<file path="config.mk">
export PLATFORM = sky130hd
export DESIGN_NAME = qte_isqrt
export DESIGN_NICKNAME = d
export VERILOG_FILES = /design/src/qte_pkg.sv /design/src/qte_isqrt.sv
export SDC_FILE = /design/constraint.sdc
export NUM_CORES = 2
export LEC_CHECK = 0
export BUFFER_PORTS_ARGS = -buffer_cell sky130_fd_sc_hd__buf_2
export CAP_MARGIN = 5
export CORE_MARGIN = 5
export CORE_UTILIZATION = 64
export DETAILED_ROUTE_END_ITERATION = 8
export PLACE_DENSITY = 0.85
export SYNTH_ARGS = -nofsm -noshare
export SYNTH_HDL_FRONTEND = slang
export SYNTH_SLANG_ARGS = --single-unit
</file>
<file path="constraint.sdc">
create_clock -name clk -period 4.7 [get_ports clk]
set_input_delay 1.41 -clock clk [delete_from_list [all_inputs] [get_ports clk]]
set_output_delay 1.41 -clock clk [all_outputs]
set_load 0.02 [all_outputs]
</file>
<file path="src/qte_pkg.sv">
// qte_pkg: widths, fixed-point constants and the arctangent table for the
// quaternion to euler angle core. No dependencies.
package qte_pkg;

	// field widths
	localparam int IN_W    = 16;
	localparam int OUT_W   = 16;
	localparam int PITCH_W = 15;

	// internal widths
	localparam int PROD_W   = 32;  // q2.14 times q2.14, q28
	localparam int ARG_W    = 35;  // 2*(a+b) and 1-2*(a+b) in q28
	localparam int SPN_W    = 29;  // unsaturated pitch argument, |sp| < 2^28
	localparam int SQ_W     = 57;  // sp^2 and 1-sp^2 in q56
	localparam int ROOT_W   = 29;  // floor sqrt of a q56 value up to 1.0
	localparam int CORDIC_W = 37;  // cordic x/y with gain headroom
	localparam int ANG_W    = 24;  // cordic angle accumulator, q20 radians
	localparam int ATAN_LEN = 24;

	localparam int CORDIC_STEPS_DEF = 16;
	localparam int CORDIC_STEPS_MAX = 24;

	localparam logic signed [ARG_W-1:0] ONE_Q28     = ARG_W'(64'sd268435456);
	localparam logic signed [ARG_W-1:0] NEG_ONE_Q28 = -ONE_Q28;
	localparam logic [SQ_W-1:0]         ONE_Q56     = SQ_W'(1) << 56;

	localparam logic signed [ANG_W-1:0] PI_Q20      = ANG_W'(32'sd3294199);
	localparam logic signed [ANG_W-1:0] HALF_PI_Q20 = ANG_W'(32'sd1647099);
	localparam logic signed [ANG_W-1:0] ROUND_Q20   = ANG_W'(32'sd64);
	localparam int                      Q20_TO_Q13  = 7;

	localparam logic signed [OUT_W-1:0]   PI_Q13      = OUT_W'(32'sd25736);
	localparam logic signed [PITCH_W-1:0] HALF_PI_Q13 = PITCH_W'(32'sd12868);

	// pitch argument saturation
	typedef enum logic [1:0] {
		PSAT_NONE = 2'd0,
		PSAT_POS  = 2'd1,
		PSAT_NEG  = 2'd2
	} pitch_sat_t;

	// atan(2^-i) in q20 radians, rounded to nearest
	function automatic logic signed [ANG_W-1:0] atan_q20(input int unsigned idx);
		logic signed [ANG_W-1:0] v;
		case (idx)
			0:  v = ANG_W'(32'sd823550);
			1:  v = ANG_W'(32'sd486170);
			2:  v = ANG_W'(32'sd256879);
			3:  v = ANG_W'(32'sd130396);
			4:  v = ANG_W'(32'sd65451);
			5:  v = ANG_W'(32'sd32757);
			6:  v = ANG_W'(32'sd16383);
			7:  v = ANG_W'(32'sd8192);
			8:  v = ANG_W'(32'sd4096);
			9:  v = ANG_W'(32'sd2048);
			10: v = ANG_W'(32'sd1024);
			11: v = ANG_W'(32'sd512);
			12: v = ANG_W'(32'sd256);
			13: v = ANG_W'(32'sd128);
			14: v = ANG_W'(32'sd64);
			15: v = ANG_W'(32'sd32);
			16: v = ANG_W'(32'sd16);
			17: v = ANG_W'(32'sd8);
			18: v = ANG_W'(32'sd4);
			19: v = ANG_W'(32'sd2);
			20: v = ANG_W'(32'sd1);
			21: v = ANG_W'(32'sd1);
			default: v = '0;
		endcase
		return v;
	endfunction

endpackage

</file>
<file path="src/qte_isqrt.sv">
// qte_isqrt: pipelined floor square root, one result bit per stage.
// Depends on qte_pkg.
module qte_isqrt (
	input  logic                             clk,
	input  logic                             en,
	input  logic [qte_pkg::SQ_W-1:0]         rad,
	output logic [qte_pkg::ROOT_W-1:0]       root
);
	localparam int NB = qte_pkg::ROOT_W;
	localparam int W  = qte_pkg::SQ_W + 2;

	logic [qte_pkg::SQ_W-1:0] rem_s [0:NB];
	logic [NB-1:0]            rt_s  [0:NB];

	assign rem_s[0] = rad;
	assign rt_s[0]  = '0;

	// stage j decides root bit k, remainder stays rad - root^2
	for (genvar j = 0; j < NB; j++) begin : g_bit
		localparam int K = NB - 1 - j;
		logic [W-1:0] trial;
		logic         take;

		assign trial = (W'(rt_s[j]) << (K + 1)) + (W'(1) << (2 * K));
		assign take  = W'(rem_s[j]) >= trial;

		always_ff @(posedge clk) begin
			if (en) begin
				if (take) begin
					rem_s[j+1] <= qte_pkg::SQ_W'(W'(rem_s[j]) - trial);
					rt_s[j+1]  <= rt_s[j] | (NB'(1) << K);
				end else begin
					rem_s[j+1] <= rem_s[j];
					rt_s[j+1]  <= rt_s[j];
				end
			end
		end
	end

	assign root = rt_s[NB];
endmodule

</file>
## Word level (Yosys, flattened, before mapping)

Index checks and enable logic that the tools add are counted.
W data, S select, Z words.

- Bits in registers: 2,437
- Word-level logic and storage cells: 199

- Add/subtract/negate cells: 56
- $lt $le $gt $ge: 29
- Muxes and demuxes: 29

Operators with widths:

| cell | number |
|---|---|
| $mux W57 | 28 |
| $sub A57 B57 Y57 | 2 |
| $add A57 B55 Y58 const B | 1 |
| $ge A57 B58 Y1 | 1 |
| $add A56 B53 Y57 const B | 1 |
| $ge A57 B31 Y1 | 1 |
| $ge A57 B32 Y1 | 1 |
| $ge A57 B33 Y1 | 1 |
| $ge A57 B34 Y1 | 1 |
| $ge A57 B35 Y1 | 1 |
| $ge A57 B36 Y1 | 1 |
| $ge A57 B37 Y1 | 1 |
| $ge A57 B38 Y1 | 1 |
| $ge A57 B39 Y1 | 1 |
| $ge A57 B40 Y1 | 1 |
| $ge A57 B41 Y1 | 1 |
| $ge A57 B42 Y1 | 1 |
| $ge A57 B43 Y1 | 1 |
| $ge A57 B44 Y1 | 1 |
| $ge A57 B45 Y1 | 1 |
| $ge A57 B46 Y1 | 1 |
| $ge A57 B47 Y1 | 1 |
| $ge A57 B48 Y1 | 1 |
| $ge A57 B49 Y1 | 1 |
| other kinds (62) | 62 |

## Depth between registers and ports, before layout

- Depth after elaboration: 3
- Gate-level depth with buffers: 14

## Worst setup path before layout

Ideal clock, no wire load.

- Path kind: flip-flop to flip-flop
- From: register rem_s[557] (netlist bit)
- To: register rem_s[501] (netlist bit), data pin
- Path buffers: 2
- Data arrival time: 3.356 ns
- Stages on the path, launching flop included: 12
- Data required time: 4.429 ns
- Library setup time: 0.271 ns
- Period minus slack after synthesis: 3.627 ns
- Setup slack: 1.073 ns
- Cell sequence: edfxtp_1 or4_1 or3_1 or3_1 clkbuf_1 or4_1 or3_1 a41oi_2 or4_1 buf_4 nor4_1 xor2_1

- Word-level cells in the longest chain between the ends: 2

Ends and longest elaborated chain:

| element | RTL line | source |
|---|---|---|
| start, declared | qte_isqrt.sv:12 | `logic [qte_pkg::SQ_W-1:0] rem_s [0:NB];` |
| start signal, assigned by index | qte_isqrt.sv:30 | `rem_s[j+1] <= qte_pkg::SQ_W'(W'(rem_s[j]) - trial);` |
| start signal, assigned by index | qte_isqrt.sv:33 | `rem_s[j+1] <= rem_s[j];` |
| $sub A57 B39 Y57 / $ge A57 B39 Y1 (equally long branches) | qte_isqrt.sv:30, qte_isqrt.sv:25 |  |
| $mux W57 * | qte_isqrt.sv:29 | `if (take) begin` |

Every way passes the cells marked *; elsewhere a longest branch is shown, timed or not.
A chain may end at the register's enable or synchronous reset.

## Final worst setup path

- From: register rem_s[555] (netlist bit)
- To: register rem_s[512] (netlist bit), data pin

Same word-level chain as after synthesis.

==> impl_metrics.env <==
export IMPL_synth_ff_type="edfxtp_1"
export IMPL_vias=65560
export IMPL_antenna_found_initial=12
export IMPL_min_period_ns=4.20
export IMPL_yosysSeqAreaShare_pct=62.7
export IMPL_p_seq_share_pct=47.9
export IMPL_fin_ws_ns=0.499
export IMPL_pre_cts_slack_ns=0.521
export IMPL_nets=8513
export IMPL_hold_viol_final=0
export IMPL_cts_setup_buffers=0
export IMPL_peakVddDrop_mv=0.434
export IMPL_crit_arrival_ns=4.72
export IMPL_cts_sinks=2031
export IMPL_p_sw_uw=15900
export IMPL_power_density_nw_per_um2=489
export IMPL_area_delta_synth_final_pct=10.4
export IMPL_grtUsageTotal_pct=29.5
export IMPL_swShare_pct=30.3
export IMPL_dr_pass1_iters=6
export IMPL_start_util_pct=64.2
export IMPL_worstPathRequired_ns=5.22
export IMPL_grt_pass1_vias=64101
export IMPL_gp_congestion=0.955
export IMPL_yosys_warnings=0
export IMPL_final_cells=10191
export IMPL_worst_pin_slew_ns=1.25
export IMPL_drt_total_wl_mm=239
export IMPL_die_w_um=400
export IMPL_hold_buffers=0
export IMPL_min_period_over_period_pct=89.4
export IMPL_slew_violations=0
export IMPL_die_y_um=400
export IMPL_numCtsBuffers=196
export IMPL_hold_path_class="flip-flop to flip-flop"
export IMPL_port_buffers=87
export IMPL_htreeDepth=4
export IMPL_dp_cells=9825
export IMPL_die_area_um2=160000
export IMPL_clk_path_buf_depth=3
export IMPL_setup_viol=0
export IMPL_yosysUniqueCellTypes=83
export IMPL_grt_pass1_wl_mm=366
export IMPL_p_clk_share_pct=30.2
export IMPL_rsz0062_at_grt="no"
export IMPL_worst_setup_path_end_kind="flip-flop"
export IMPL_status="completed"
export IMPL_io_pin_count=88
export IMPL_drive_gt1_share_pct=7.71
export IMPL_critical_path_class="flip-flop to flip-flop"
export IMPL_power_frac_comb_pct=21.9
export IMPL_wl_per_cell_um=23.5
export IMPL_fin_tns_setup_ns=0
export IMPL_dr_first_iter_drc_count=7614
export IMPL_power_leakage_uw=0.0407
export IMPL_synth_edf_count=2031
export IMPL_drc=0
export IMPL_slew_headroom_pct=16.1
export IMPL_via_per_inst=6.43
export IMPL_fin_skew_ns=0.0939
export IMPL_grt_ovfl_total=0
export IMPL_ys_ff_latch=2031
export IMPL_ant_nets=0
export IMPL_num_rows=143
export IMPL_synth_cells=7751
export IMPL_path_clk_slew_ns=0.06
export IMPL_core_um2=152000
export IMPL_syn_avg_cell_area_um2=12.5
export IMPL_syn_area_um2=97300
export IMPL_cap_violations=0
export IMPL_synth_nets=8271
export IMPL_cp_max_fo=43
export IMPL_cts_root_buf="clkbuf_16"
export IMPL_grt_max_degree=110
export IMPL_ctsResizeCount=0
export IMPL_async_reset_ff_share_pct=0
export IMPL_p_int_uw=36600
export IMPL_start_kind="flip-flop"
export IMPL_fmax_mhz=238
export IMPL_cts_tree="built"
export IMPL_clk_insertion_delay_late_ns=0.87
export IMPL_dp_hpwl_mm=168
[cell families (layout without fill, tap and decap cells)]
group / count (synthesis) / after routing / synth area share [%]
muxes: 74 / 74 / 0.848
AOI/OAI and AO/OA: 1484 / 1484 / 9.45
DFF: 2031 / 2031 / 62.7
and+or+nand+nor: 2255 / 2255 / 11.9
adders and majority gates: 461 / 461 / 5.94
other: 1 / 4 / 0.00386
xor gates and xnor gates: 684 / 684 / 6.16
buffers and inverters: 761 / 1168 / 2.95
[power groups by stage]
stage / Clock [µW] / Combinational [µW] / Sequential [µW]
global placement: 0 / 10800 / 25300
detailed placement: 0 / 11100 / 25400
CTS: 16000 / 11300 / 25100
global route: 16800 / 12600 / 25300
finish: 15900 / 11500 / 25100
floorplan: 0 / 8260 / 24500
[stage by stage]
step | hold slack [ns] | util (%) | total power, µW | area (µm²)
floorplan | 0.417 | - | 32700 | 97300
global placement | 0.429 | 66.6 | 36100 | 101000
detailed placement | 0.427 | 66.6 | 36500 | 101000
CTS | 0.410 | 70.8 | 52400 | 107000
global route | 0.431 | 70.8 | 54700 | 107000
finish | 0.413 | 70.8 | 52500 | 107000
[worst max-delay path, stage by stage, from the launching register on]
cell and delay [ns]:
edfxtp_1 0.46, or4_1 0.54, or3_1 0.36, or3_1 0.42
or4_1 0.57, or3_1 0.42, a41oi_2 0.23, buf_4 0.41
or3_1 0.27, nor3_1 0.08, xor2_1 0.16
[layout by cell type (no fill, tap or decap), types with 196 or more instances in the layout]
| cell type | count |
|---|---|
| nor3_1 | 228 |
| nor4_1 | 279 |
| nor2_1 | 522 |
| xnor2_1 | 342 |
| o21ai_0 | 329 |
| edfxtp_1 | 2031 |
| ha_1 | 460 |
| a21oi_1 | 528 |
| nand2_1 | 462 |
| clkbuf_16 | 196 |
| xor2_1 | 342 |
| inv_1 | 597 |
[registers in the layout (all words and copies together) (netlist names)]
| name | cells |
|---|---|
| root | 29 |
| rt_s | 406 |
| rem_s | 1596 |
[Yosys cell counts (all sizes together), types with 32 or more instances]
cell | instances | area share [%]
a211oi | 32 | 0.25
a21o | 165 | 1.3
a21oi | 529 | 2.7
a31oi | 34 | 0.22
and3 | 33 | 0.21
clkbuf | 148 | 0.57
edfxtp | 2031 | 63
ha | 460 | 5.9
inv | 599 | 2.3
mux2 | 67 | 0.78
nand2 | 462 | 1.8
nand2b | 79 | 0.51
nand3 | 126 | 0.65
nand4 | 109 | 0.70
nor2 | 522 | 2.0
nor2b | 64 | 0.41
nor3 | 228 | 1.2
nor4 | 279 | 1.8
nor4b | 44 | 0.40
o21a | 83 | 0.64
o21ai | 331 | 1.7
o21bai | 40 | 0.31
o31ai | 55 | 0.42
or2 | 37 | 0.24
or3 | 89 | 0.57
or4 | 55 | 0.42
xnor2 | 342 | 3.1
xor2 | 342 | 3.1
[final cells by class]
cell class                 count  area, µm²
tap                         2030       2540
clock buffer                 220       4990
fill                        9553      44200
inverter                     600       2250
clock inverter               143       1500
timing repair buffer         205       1620
antenna                        3       7.51
sequential                  2031      61000
multi-input combinational   4959      33500
[routing by layer]
metal / part of all wire [%] / vias to the layer above / track usage (%)
met1: 38 / 31801 / 37.6
met3: 8.4 / 683 / 5.34
li1: - / 29510 / -
met5: 0.022 / - / 0
met2: 50 / 3558 / 51.0
met4: 3.9 / 8 / 11.0
[path summary, 6_finish.rpt]
| kind | startpoint | cells after the start | to | slack, ns |
|---|---|---|---|---|
| min | rt_s[109] | 0 | rt_s[80] | 0.41 |
| max | rem_s[555] | 10 | rem_s[512] | 0.50 |
| max reg2reg | rem_s[555] | 10 | rem_s[512] | 0.50 |
| min reg2reg | rt_s[109] | 0 | rt_s[80] | 0.41 |
Power figures use the tool's default switching activity.
